===== config.mk =====
export PLATFORM = sky130hd
export DESIGN_NAME = chroma_key_alpha_pixel_unit
export DESIGN_NICKNAME = d
export VERILOG_FILES = /design/src/hdl/ckap_pkg.sv /design/src/hdl/chroma_key_alpha_pixel_unit.sv
export SDC_FILE = /design/constraint.sdc
export NUM_CORES = 2
export LEC_CHECK = 0
export ABC_CLOCK_PERIOD_IN_PS = 30800
export BUFFER_PORTS_ARGS = -buffer_cell sky130_fd_sc_hd__buf_2
export CAP_MARGIN = 15
export CORE_MARGIN = 5
export CORE_UTILIZATION = 50
export CTS_CLUSTER_SIZE = 12
export DETAILED_ROUTE_END_ITERATION = 16
export PLACE_DENSITY = 0.7
export SYNTH_ARGS = -nofsm -noshare
export SYNTH_HDL_FRONTEND = slang
export SYNTH_SLANG_ARGS = --single-unit
export TNS_END_PERCENT = 20

===== constraint.sdc =====
create_clock -name clk -period 30.8 [get_ports clk]
set_input_delay 7.7 -clock clk [delete_from_list [all_inputs] [get_ports clk]]
set_output_delay 7.7 -clock clk [all_outputs]
set_load 0.01 [all_outputs]

===== src/hdl/ckap_pkg.sv =====
// Package for the chroma-key alpha pixel unit: beat types, register
// indexes, register reset values and widths. No dependencies.
`default_nettype none

package ckap_pkg;

  // Widest configuration register (luma window)
  localparam int CFG_DATA_W  = 18;
  localparam int CFG_INDEX_W = 4;

  typedef enum logic [CFG_INDEX_W-1:0] {
    REG_MODE              = 4'd0,
    REG_ALPHA_SCALE       = 4'd1,
    REG_LUMA_WINDOW       = 4'd2,
    REG_KEY_DIRECTION     = 4'd3,
    REG_KEY_MAGNITUDE     = 4'd4,
    REG_ANGLE_SLOPES      = 4'd5,
    REG_SUPPRESSION_GAINS = 4'd6,
    REG_NOISE_SQ          = 4'd7
  } cfg_reg_t;

  localparam logic        RST_MODE              = 1'b0;
  localparam logic [8:0]  RST_ALPHA_SCALE       = 9'd256;
  localparam logic [17:0] RST_LUMA_WINDOW       = 18'd116764;
  localparam logic [15:0] RST_KEY_DIRECTION     = 16'd40370;
  localparam logic [6:0]  RST_KEY_MAGNITUDE     = 7'd119;
  localparam logic [15:0] RST_ANGLE_SLOPES      = 16'd10501;
  localparam logic [15:0] RST_SUPPRESSION_GAINS = 16'd4096;
  localparam logic [12:0] RST_NOISE_SQ          = 13'd4;

  // Full alpha gain
  localparam logic [8:0] GAIN_UNITY = 9'd256;

  typedef struct packed {
    logic [7:0] in_alpha;
    logic [7:0] in_luma;
    logic [7:0] in_cb;
    logic [7:0] in_cr;
    logic       frame_end;
  } pixel_in_t;

  typedef struct packed {
    logic [7:0] out_alpha;
    logic [7:0] out_luma;
    logic [7:0] out_cb;
    logic [7:0] out_cr;
    logic       out_frame_end;
  } pixel_out_t;

endpackage

`default_nettype wire


===== src/hdl/chroma_key_alpha_pixel_unit.sv =====
// Chroma-key alpha pixel unit: five-stage pipeline, one AYUV pixel per beat.
// An accepted input beat moves through the stage 1 to 4 registers into the output register.
// Throughput: one pixel per cycle; the whole pipeline holds while the output
// beat is stalled, so the output register sets the rate.
// Reset: synchronous, active high; clears valid bits and loads register defaults.
// Depends on ckap_pkg.
`default_nettype none

module chroma_key_alpha_pixel_unit (
  input  wire                                clk,
  input  wire                                rst,
  input  wire                                src_valid,
  output logic                               src_stall,
  input  wire  ckap_pkg::pixel_in_t          src_data,
  output logic                               dst_valid,
  input  wire                                dst_stall,
  output ckap_pkg::pixel_out_t               dst_data,
  input  wire                                cfg_we,
  input  wire  [ckap_pkg::CFG_INDEX_W-1:0]   cfg_index,
  input  wire  [ckap_pkg::CFG_DATA_W-1:0]    cfg_data
);
  import ckap_pkg::*;

  function automatic logic signed [7:0] sat_s8(input logic signed [17:0] v);
    if (v > 18'sd127) begin
      return 8'sd127;
    end else if (v < -18'sd128) begin
      return -8'sd128;
    end
    return v[7:0];
  endfunction

  // Configuration registers
  logic        mode;
  logic [8:0]  alpha_scale;
  logic [17:0] luma_window;
  logic [15:0] key_direction;
  logic [6:0]  key_magnitude;
  logic [15:0] angle_slopes;
  logic [15:0] suppression_gains;
  logic [12:0] noise_sq;

  // Take register writes; unknown indexes fall through
  always_ff @(posedge clk) begin
    if (rst) begin
      mode              <= RST_MODE;
      alpha_scale       <= RST_ALPHA_SCALE;
      luma_window       <= RST_LUMA_WINDOW;
      key_direction     <= RST_KEY_DIRECTION;
      key_magnitude     <= RST_KEY_MAGNITUDE;
      angle_slopes      <= RST_ANGLE_SLOPES;
      suppression_gains <= RST_SUPPRESSION_GAINS;
      noise_sq          <= RST_NOISE_SQ;
    end else if (cfg_we) begin
      case (cfg_index)
        REG_MODE:              mode              <= cfg_data[0];
        REG_ALPHA_SCALE:       alpha_scale       <= cfg_data[8:0];
        REG_LUMA_WINDOW:       luma_window       <= cfg_data[17:0];
        REG_KEY_DIRECTION:     key_direction     <= cfg_data[15:0];
        REG_KEY_MAGNITUDE:     key_magnitude     <= cfg_data[6:0];
        REG_ANGLE_SLOPES:      angle_slopes      <= cfg_data[15:0];
        REG_SUPPRESSION_GAINS: suppression_gains <= cfg_data[15:0];
        REG_NOISE_SQ:          noise_sq          <= cfg_data[12:0];
        default: ;
      endcase
    end
  end

  // Register fields
  logic signed [7:0] key_cb, key_cr;
  logic [8:0]        luma_min, luma_max;
  logic [7:0]        tan15, cot15, inv_kc_gain, spill_scale;
  logic [8:0]        gain;

  assign key_cb      = $signed(key_direction[7:0]);
  assign key_cr      = $signed(key_direction[15:8]);
  assign luma_min    = luma_window[8:0];
  assign luma_max    = luma_window[17:9];
  assign tan15       = angle_slopes[7:0];
  assign cot15       = angle_slopes[15:8];
  assign inv_kc_gain = suppression_gains[7:0];
  assign spill_scale = suppression_gains[15:8];
  assign gain        = (alpha_scale > GAIN_UNITY) ? GAIN_UNITY : alpha_scale;

  // Whole pipeline moves unless the output beat is held
  logic advance;
  assign advance   = !dst_valid || !dst_stall;
  assign src_stall = !advance;

  // ---------------- Stage 1: alpha gain, chroma products, luma window
  logic              v1;
  logic [7:0]        a1, y1, cbr1, crr1;
  logic              fe1, key1;
  logic signed [15:0] p_ub1, p_vr1, p_vb1, p_ur1;

  logic signed [7:0] u0, w0;
  logic [16:0]       ag0;
  assign u0  = $signed({~src_data.in_cb[7], src_data.in_cb[6:0]});
  assign w0  = $signed({~src_data.in_cr[7], src_data.in_cr[6:0]});
  assign ag0 = src_data.in_alpha * gain;

  always_ff @(posedge clk) begin
    if (advance) begin
      a1    <= ag0[15:8];
      y1    <= src_data.in_luma;
      cbr1  <= src_data.in_cb;
      crr1  <= src_data.in_cr;
      fe1   <= src_data.frame_end;
      key1  <= mode && ({1'b0, src_data.in_luma} >= luma_min)
                    && ({1'b0, src_data.in_luma} <= luma_max);
      p_ub1 <= u0 * key_cb;
      p_vr1 <= w0 * key_cr;
      p_vb1 <= w0 * key_cb;
      p_ur1 <= u0 * key_cr;
    end
  end

  // ---------------- Stage 2: rotate into key axes
  logic              v2;
  logic [7:0]        a2, y2, cbr2, crr2;
  logic              fe2, key2;
  logic signed [7:0] x2, z2;

  logic signed [17:0] sx1, sz1;
  assign sx1 = 18'(p_ub1) + 18'(p_vr1);
  assign sz1 = 18'(p_vb1) - 18'(p_ur1);

  always_ff @(posedge clk) begin
    if (advance) begin
      a2   <= a1;
      y2   <= y1;
      cbr2 <= cbr1;
      crr2 <= crr1;
      fe2  <= fe1;
      key2 <= key1;
      x2   <= sat_s8(sx1 >>> 7);
      z2   <= sat_s8(sz1 >>> 7);
    end
  end

  // ---------------- Stage 3: accept-angle wedge, foreground distance
  logic              v3;
  logic [7:0]        a3, y3, cbr3, crr3;
  logic              fe3, wedge3;
  logic signed [7:0] x3, z3;
  logic [8:0]        x1_3;
  logic signed [8:0] dx3;

  logic signed [16:0] xt2, zc2;
  logic signed [12:0] bound2;
  logic signed [7:0]  t2;
  logic [8:0]         az2;
  assign xt2    = x2 * $signed({1'b0, tan15});
  assign zc2    = z2 * $signed({1'b0, cot15});
  assign bound2 = (xt2 >>> 4) > 17'sd127 ? 13'sd127 : 13'(xt2 >>> 4);
  assign t2     = sat_s8(18'(zc2 >>> 4));
  assign az2    = z2[7] ? 9'(-10'(z2)) : {1'b0, z2};

  always_ff @(posedge clk) begin
    if (advance) begin
      a3     <= a2;
      y3     <= y2;
      cbr3   <= cbr2;
      crr3   <= crr2;
      fe3    <= fe2;
      wedge3 <= key2 && ($signed({4'b0, az2}) <= bound2);
      x3     <= x2;
      z3     <= z2;
      x1_3   <= t2[7] ? 9'(-10'(t2)) : {1'b0, t2};
      dx3    <= 9'(x2) - $signed({2'b0, key_magnitude});
    end
  end

  // ---------------- Stage 4: alpha cut, spill, rebuild and distance products
  logic               v4;
  logic [7:0]         a4, y4, cbr4, crr4, cut4, spill4;
  logic               fe4, wedge4;
  logic signed [17:0] p_xb4, p_zr4, p_xr4, p_zb4;
  logic [16:0]        dist4;

  logic signed [9:0]  d3;
  logic [6:0]         dc3;
  logic [14:0]        cp3, sp3;
  logic signed [9:0]  x1s3;
  logic signed [17:0] dd3;
  logic signed [15:0] zz3;
  assign d3   = 10'(x3) - $signed({1'b0, x1_3});
  assign dc3  = d3[9] ? 7'd0 : d3[6:0];
  assign cp3  = dc3 * inv_kc_gain;
  assign sp3  = dc3 * spill_scale;
  assign x1s3 = $signed({1'b0, x1_3});
  assign dd3  = dx3 * dx3;
  assign zz3  = z3 * z3;

  always_ff @(posedge clk) begin
    if (advance) begin
      a4     <= a3;
      y4     <= y3;
      cbr4   <= cbr3;
      crr4   <= crr3;
      fe4    <= fe3;
      wedge4 <= wedge3;
      cut4   <= (cp3[14:1] > 14'd255) ? 8'd255 : cp3[8:1];
      spill4 <= (sp3[14:4] > 11'd255) ? 8'd255 : sp3[11:4];
      p_xb4  <= x1s3 * key_cb;
      p_zr4  <= z3 * key_cr;
      p_xr4  <= x1s3 * key_cr;
      p_zb4  <= z3 * key_cb;
      dist4  <= dd3[16:0] + 17'(zz3[14:0]);
    end
  end

  // ---------------- Stage 5: final alpha, luma and chroma
  logic [15:0]        ab4;
  logic [7:0]         alpha4, luma4;
  logic signed [17:0] su4, sv4;
  logic signed [7:0]  uo4, vo4;
  logic [7:0]         inv_cut4;
  assign inv_cut4 = 8'd255 - cut4;
  assign ab4      = a4 * inv_cut4;
  assign su4      = p_xb4 - p_zr4;
  assign sv4      = p_xr4 + p_zb4;
  assign uo4      = sat_s8(su4 >>> 7);
  assign vo4      = sat_s8(sv4 >>> 7);
  assign alpha4   = (dist4 < {4'b0, noise_sq}) ? 8'd0 : ab4[15:8];
  assign luma4    = (spill4 > y4) ? 8'd0 : y4 - spill4;

  always_ff @(posedge clk) begin
    if (advance) begin
      dst_data.out_frame_end <= fe4;
      if (wedge4) begin
        dst_data.out_alpha <= alpha4;
        dst_data.out_luma  <= luma4;
        dst_data.out_cb    <= {~uo4[7], uo4[6:0]};
        dst_data.out_cr    <= {~vo4[7], vo4[6:0]};
      end else begin
        dst_data.out_alpha <= a4;
        dst_data.out_luma  <= y4;
        dst_data.out_cb    <= cbr4;
        dst_data.out_cr    <= crr4;
      end
    end
  end

  // Advance valid bits with the data
  always_ff @(posedge clk) begin
    if (rst) begin
      v1        <= 1'b0;
      v2        <= 1'b0;
      v3        <= 1'b0;
      v4        <= 1'b0;
      dst_valid <= 1'b0;
    end else if (advance) begin
      v1        <= src_valid;
      v2        <= v1;
      v3        <= v2;
      v4        <= v3;
      dst_valid <= v4;
    end
  end

`ifndef SYNTHESIS
  // A pixel in the last stage reaches the output when the pipe moves
  a_valid_travel: assert property (@(posedge clk) disable iff (rst)
    advance && v4 |=> dst_valid)
    else $error("last-stage pixel did not reach output");

  // Pixels outside the wedge leave luma untouched
  a_pass_luma: assert property (@(posedge clk) disable iff (rst)
    advance && v4 && !wedge4 |=> dst_data.out_luma == $past(y4))
    else $error("luma changed outside keyed wedge");

  // Keying only ever lowers the scaled alpha
  a_alpha_bound: assert property (@(posedge clk) disable iff (rst)
    advance && v4 |=> dst_data.out_alpha <= $past(a4))
    else $error("output alpha above scaled alpha");
`endif

endmodule

`default_nettype wire


# Word level (Yosys, flattened, before mapping)
# Index checks and enable logic that the tools add are counted.
# Widths: inputs -> output; s select.
word_totals:
  reg_bits: 489
  latchBits: 0
  ramBits: 0
  romBits: 0
  in_bits: 60
  wordCells: 168
  memories: 0
classes:
  add_sub_neg: 11
  n_mul: 16
  div: 0
  n_lt_le_gt_ge: 19
  n_eq_ne: 7
  shift: 0
  muxes: 35
  bitwise: 4
  n_reduce_logical: 16
ops:
  columns: ["op", "count"]
  rows:
  - ["$mux 8", 17]
  - ["$mul 8x8->16", 7]
  - ["$mul 10x8->18", 2]
  - ["$mul 8x9->17", 2]
  - ["$gt 11x8->1 const B", 3]
  - ["$mux 32", 1]
  - ["$mul 7x8->15", 2]
  - ["$gt 13x8->1 const B", 2]
  - ["$lt 11x8->1 const B", 2]
  - ["$gt 10x8->1 const B", 2]
  - ["$lt 10x8->1 const B", 2]
  - ["$add 18x18->18", 1]
  - ["$mux 9", 2]
  - ["$neg 8->9", 2]
  - ["$sub 18x18->18", 1]
  - ["$add 16x16->17", 1]
  - ["$add 17x15->17", 1]
  - ["$lt 17x13->1", 1]
  - ["$mul 9x9->17", 1]
  - ["$sub 16x16->17", 1]
  - ["$eq 4x3->1 const B", 4]
  - ["$mul 8x9->16", 1]
  - ["$reduce_and 2->1", 8]
  - ["$mul 8x8->15", 1]
  - ["21 further kinds", 41]

# Depth between registers and ports, before layout
depth:
  depth_word: 7
  depth_mapped: 29

# Worst setup path before layout
# OpenSTA, ideal clock, no wires.
synth_path:
  path_type: "in2out"
  start: "in dst_stall"
  end: "out src_stall"
  arrival_ns: 17.405
  t_required_ns: 23.100
  setup_slack_ns: 5.695
  stages: 2
  cell_sequence: "nand2_1 -> inv_1"
synth_via:
  elab_chain_len: 3
synth_rtl:
  columns: ["item", "line_no", "source"]
  rows:
  - ["start, declared", "chroma_key_alpha_pixel_unit.sv:16", "input wire dst_stall,"]
  - ["$logic_not 1->1", "chroma_key_alpha_pixel_unit.sv:87", "assign advance = !dst_valid || !dst_stall;"]
  - ["$logic_or 1x1->1", "chroma_key_alpha_pixel_unit.sv:87", null]
  - ["$logic_not 1->1", "chroma_key_alpha_pixel_unit.sv:88", "assign src_stall = !advance;"]
  - ["end, declared", "chroma_key_alpha_pixel_unit.sv:13", "output logic src_stall,"]
# No other way between the ends.

# Worst setup path after layout
# Ends and elaborated chain as after synthesis.

==> report_table.html <==
<table>
<tr><th>Metric</th><th>Value</th></tr>
<tr><th colspan="2">Setup path</th></tr>
<tr><td>Startpoint type of the worst setup path</td><td>input pin</td></tr>
<tr><td>Critical R2R Capture</td><td>cut4[1]</td></tr>
<tr><td>Reg2reg setup slack</td><td>22.63 ns</td></tr>
<tr><td>Beginning of the worst register-to-register path</td><td>x1_3[1]</td></tr>
<tr><td>Worst R2R Path Depth</td><td>26</td></tr>
<tr><td>Most frequent cell on the critical path</td><td>sky130_fd_sc_hd__buf_2</td></tr>
<tr><td>Crit path DAT</td><td>8.81 ns</td></tr>
<tr><td>Worst path required time</td><td>23.10 ns</td></tr>
<tr><td>Crit-path max cell delay</td><td>0.54 ns</td></tr>
<tr><td>Slowest cell on the critical path</td><td>sky130_fd_sc_hd__nand2_4</td></tr>
<tr><td>CP startpoint</td><td>dst_stall</td></tr>
<tr><td>Endpoint type of the worst setup path</td><td>output port</td></tr>
<tr><td>Crit path max fanout</td><td>59</td></tr>
<tr><td>Ordered list of cells on the worst path</td><td>buf_2, nand2_4, inv_1, buf_2</td></tr>
<tr><td>End point of the critical path</td><td>src_stall</td></tr>
<tr><td>Worst Path Class, Setup</td><td>input pin to output port</td></tr>
<tr><th colspan="2">CTS</th></tr>
<tr><td>Clock buffers created by TritonCTS</td><td>57</td></tr>
<tr><td>CTS sink count</td><td>485</td></tr>
<tr><td>Clock edge transition at the registers on the reported setup and hold paths</td><td>0.06 ns</td></tr>
<tr><td>Clock latency at the later pin of the worst-skew pair</td><td>0.67 ns</td></tr>
<tr><td>CTS tree</td><td>built</td></tr>
<tr><td>CTS H-Tree Depth</td><td>2</td></tr>
<tr><td>Post_cts resized</td><td>0</td></tr>
<tr><td>Clock buffer depth</td><td>3</td></tr>
<tr><td>Post-CTS Setup Repair Bufs</td><td>0</td></tr>
<tr><td>CTS Hold Bufs</td><td>0</td></tr>
<tr><td>CTS root buffer</td><td>sky130_fd_sc_hd__clkbuf_16</td></tr>
<tr><th colspan="2">Timing</th></tr>
<tr><td>Number of hold violations in the final report</td><td>0</td></tr>
<tr><td>Post-Route Skew</td><td>0.02877 ns</td></tr>
<tr><td>Min Clock Period, post-route</td><td>16.51 ns</td></tr>
<tr><td>Setup repair after global routing missed its margin</td><td>false</td></tr>
<tr><td>Endpoints failing setup</td><td>0</td></tr>
<tr><td>Share of the clock period used by the worst path after layout</td><td>53.61%</td></tr>
<tr><td>Worst max-slew margin expressed relative to the limit</td><td>23.29%</td></tr>
<tr><td>Post-Route Setup TNS</td><td>0 ns</td></tr>
<tr><td>Achievable Freq</td><td>0.06056 GHz</td></tr>
<tr><td>Transition time at the pin with the least slew margin</td><td>1.146 ns</td></tr>
<tr><td>Final Max Tran Viols</td><td>0</td></tr>
<tr><th colspan="2">Global route</th></tr>
<tr><td>Initial antenna violation count</td><td>6</td></tr>
<tr><td>Wire length of the first global-routing pass</td><td>203.4 mm</td></tr>
<tr><td>Overflow after GRT</td><td>0</td></tr>
<tr><td>Pin count of the biggest net entering global routing</td><td>95</td></tr>
<tr><td>Total routing resource utilization after global routing</td><td>20.77%</td></tr>
<tr><td>Number of global-route vias before repair</td><td>39.86k</td></tr>
<tr><th colspan="2">Finish</th></tr>
<tr><td>Synthesis-to-finish area growth</td><td>7.074%</td></tr>
<tr><td>Net count reported at finish</td><td>7161</td></tr>
<tr><td>Highest-count cells in the layout ignoring fill and taps</td><td>1084 x sky130_fd_sc_hd__inv_1, 735 x sky130_fd_sc_hd__fa_1, 665 x sky130_fd_sc_hd__ha_1, 589 x sky130_fd_sc_hd__nand2_1, 475 x sky130_fd_sc_hd__and2_1</td></tr>
<tr><td>Filler Cell Count</td><td>10.09k</td></tr>
<tr><td>Footprint of the flip-flops and latches</td><td>13550 sq um</td></tr>
<tr><td>Area occupied by multi-input gates</td><td>37900 sq um</td></tr>
<tr><td>Leading cell type in the layout, fill and taps excluded</td><td>sky130_fd_sc_hd__inv_1</td></tr>
<tr><td>Final Core Density</td><td>53.65%</td></tr>
<tr><td>Share of cells above drive strength 1</td><td>4.367%</td></tr>
<tr><th colspan="2">Route</th></tr>
<tr><td>Post-Route M1 WL</td><td>52.87 mm</td></tr>
<tr><td>Detailed-router iteration count before antenna repair</td><td>5</td></tr>
<tr><td>Final antenna-violating net count</td><td>0</td></tr>
<tr><td>Detailed route wirelength on metal2</td><td>58.00 mm</td></tr>
<tr><td>Wire length per cell</td><td>16.71 microns</td></tr>
<tr><td>Wire length reported by the detailed router</td><td>121.1 mm</td></tr>
<tr><td>Amount of wire on met3 after detailed routing</td><td>6.849 mm</td></tr>
<tr><td>Detailed-route vias per instance</td><td>5.227</td></tr>
<tr><td>Highest routed layer</td><td>met5</td></tr>
<tr><td>Number of remaining DRC errors</td><td>0</td></tr>
<tr><td>First-iteration detailed-routing DRC count</td><td>2085</td></tr>
<tr><td>Detailed-route via count</td><td>37.88k</td></tr>
<tr><th colspan="2">Synthesis</th></tr>
<tr><td>Synthesis Warnings</td><td>0</td></tr>
<tr><td>Distinct cell type count after synthesis</td><td>79</td></tr>
<tr><td>Fraction of registers with async set/reset</td><td>0%</td></tr>
<tr><td>Cells after synthesis</td><td>5674</td></tr>
<tr><td>Ys flop type</td><td>sky130_fd_sc_hd__edfxtp_1</td></tr>
<tr><td>Yosys reg bits</td><td>485</td></tr>
<tr><td>Count of flip-flops with a built-in enable after synthesis</td><td>384</td></tr>
<tr><td>Syn_area_per_cell</td><td>9.894 sq um</td></tr>
<tr><td>Sequential area share after synthesis</td><td>24.14%</td></tr>
<tr><td>Combined area of all synthesized cells</td><td>56140 sq um</td></tr>
<tr><th colspan="2">Floorplan</th></tr>
<tr><td>Overall die area</td><td>119100 sq um</td></tr>
<tr><td>Initial core utilization</td><td>50.11%</td></tr>
<tr><td>Width of the chip</td><td>345.1 microns</td></tr>
<tr><td>Count of standard-cell rows</td><td>123</td></tr>
<tr><td>DIE HEIGHT</td><td>345.1 microns</td></tr>
<tr><td>Placeable core region</td><td>112000 sq um</td></tr>
<tr><td>Io pins</td><td>95</td></tr>
<tr><th colspan="2">Run status</th></tr>
<tr><td>Run status</td><td>finished clean</td></tr>
<tr><th colspan="2">Min path</th></tr>
<tr><td>Cell depth of the worst hold path</td><td>0</td></tr>
<tr><td>Path category of the worst min-delay check</td><td>flop to flop</td></tr>
<tr><th colspan="2">Placement</th></tr>
<tr><td>Gpl congestion</td><td>0.8626</td></tr>
<tr><td>Port Buf Inserts</td><td>94</td></tr>
<tr><td>DP Wirelength</td><td>92.83 mm</td></tr>
<tr><th colspan="2">Run</th></tr>
<tr><td>Count of max-cap constraint violations</td><td>0</td></tr>
</table>
## layout make-up
type                            instances  share of cell area, %
Multi-Input combinational cell       3935                  63.04
Sequential cell                       485                  22.55
Inverter                             1087                  6.788
Tap cell                             1500                  3.122
Clock buffer                           76                  2.531
Timing Repair Buffer                  135                  1.295
Clock inverter                         29                 0.6723
Antenna cell                            1               0.004163
## worst max-delay path, delay by kind of cell
kind | cells | cell delay [ns]
buffers and inverters | 3 | 0.57
AND/OR/NAND/NOR | 1 | 0.54
## stage by stage
step,std cells,worst slack (ns),hold slack (ns),instance area [sq um]
after detailed placement,7142,14.25,0.4045,58180
final,7248,14.29,0.4078,60110
after global placement,7142,14.26,0.4003,58180
after global routing,7248,14.18,0.4178,60110
after CTS,7247,14.23,0.4116,60110
after floorplan,5675,5.695,0.4003,56140
## synth_stat cells (21+ instances only)
master | count | share of area [%]
sky130_fd_sc_hd__fa_1 | 735 | 26
sky130_fd_sc_hd__a21oi_1 | 171 | 1.5
sky130_fd_sc_hd__o21a_1 | 29 | 0.39
sky130_fd_sc_hd__a21boi_0 | 22 | 0.29
sky130_fd_sc_hd__a211o_1 | 21 | 0.33
sky130_fd_sc_hd__clkbuf_1 | 158 | 1.1
sky130_fd_sc_hd__dfxtp_1 | 101 | 3.6
sky130_fd_sc_hd__ha_1 | 665 | 15
sky130_fd_sc_hd__inv_1 | 1084 | 7.2
sky130_fd_sc_hd__nor2_1 | 190 | 1.3
sky130_fd_sc_hd__o21ai_0 | 77 | 0.69
sky130_fd_sc_hd__xnor2_1 | 193 | 3.0
sky130_fd_sc_hd__nor3_1 | 55 | 0.49
sky130_fd_sc_hd__a21o_1 | 81 | 1.1
sky130_fd_sc_hd__edfxtp_1 | 384 | 21
sky130_fd_sc_hd__nand3b_1 | 29 | 0.39
sky130_fd_sc_hd__and2_1 | 475 | 5.3
sky130_fd_sc_hd__nand2_1 | 590 | 3.9
sky130_fd_sc_hd__nand3_1 | 49 | 0.44
sky130_fd_sc_hd__nor2b_1 | 97 | 1.1
sky130_fd_sc_hd__nand2b_1 | 126 | 1.4
sky130_fd_sc_hd__xor2_1 | 61 | 0.95
## worst min path at each step
stage                       start      end
final                     cbr1[3]  cbr2[3]
after global routing        y3[5]    y4[5]
after CTS                 cbr1[3]  cbr2[3]
after detailed placement    a3[2]    a4[2]
after global placement    cbr2[7]  cbr3[7]
after floorplan             a1[0]    a2[0]
## routing by layer
metal,GRT usage [%],up-vias
met3,3.749,181
met1,27.72,18930
li1,-,18050
met2,35.09,720
met5,0,-
met4,5.586,4
## cells by family after synthesis
kind of cell | share of synthesized area, %
mux | 0.3076
other cells | 0.006680
fa+ha+maj | 41.03
simple gates | 15.35
flops | 24.14
xor+xnor | 3.963
compound gates | 6.802
buf+inv | 8.396
## flip-flops by register name, summed over array words and instances, names as in the netlist, 9 cells and up
signal,flops
p_xb4,18
p_ub1,16
dist4,17
luma_window,18
p_zb4,16
p_vb1,16
dx3,9
angle_slopes,16
p_ur1,16
noise_sq,13
p_xr4,18
p_vr1,16
suppression_gains,16
alpha_scale,9
x1_3,9
dst_data,33
p_zr4,16
key_direction,16
Power is not shown: default switching activity piles up to over one toggle a cycle in this logic, so the estimate is an artifact.
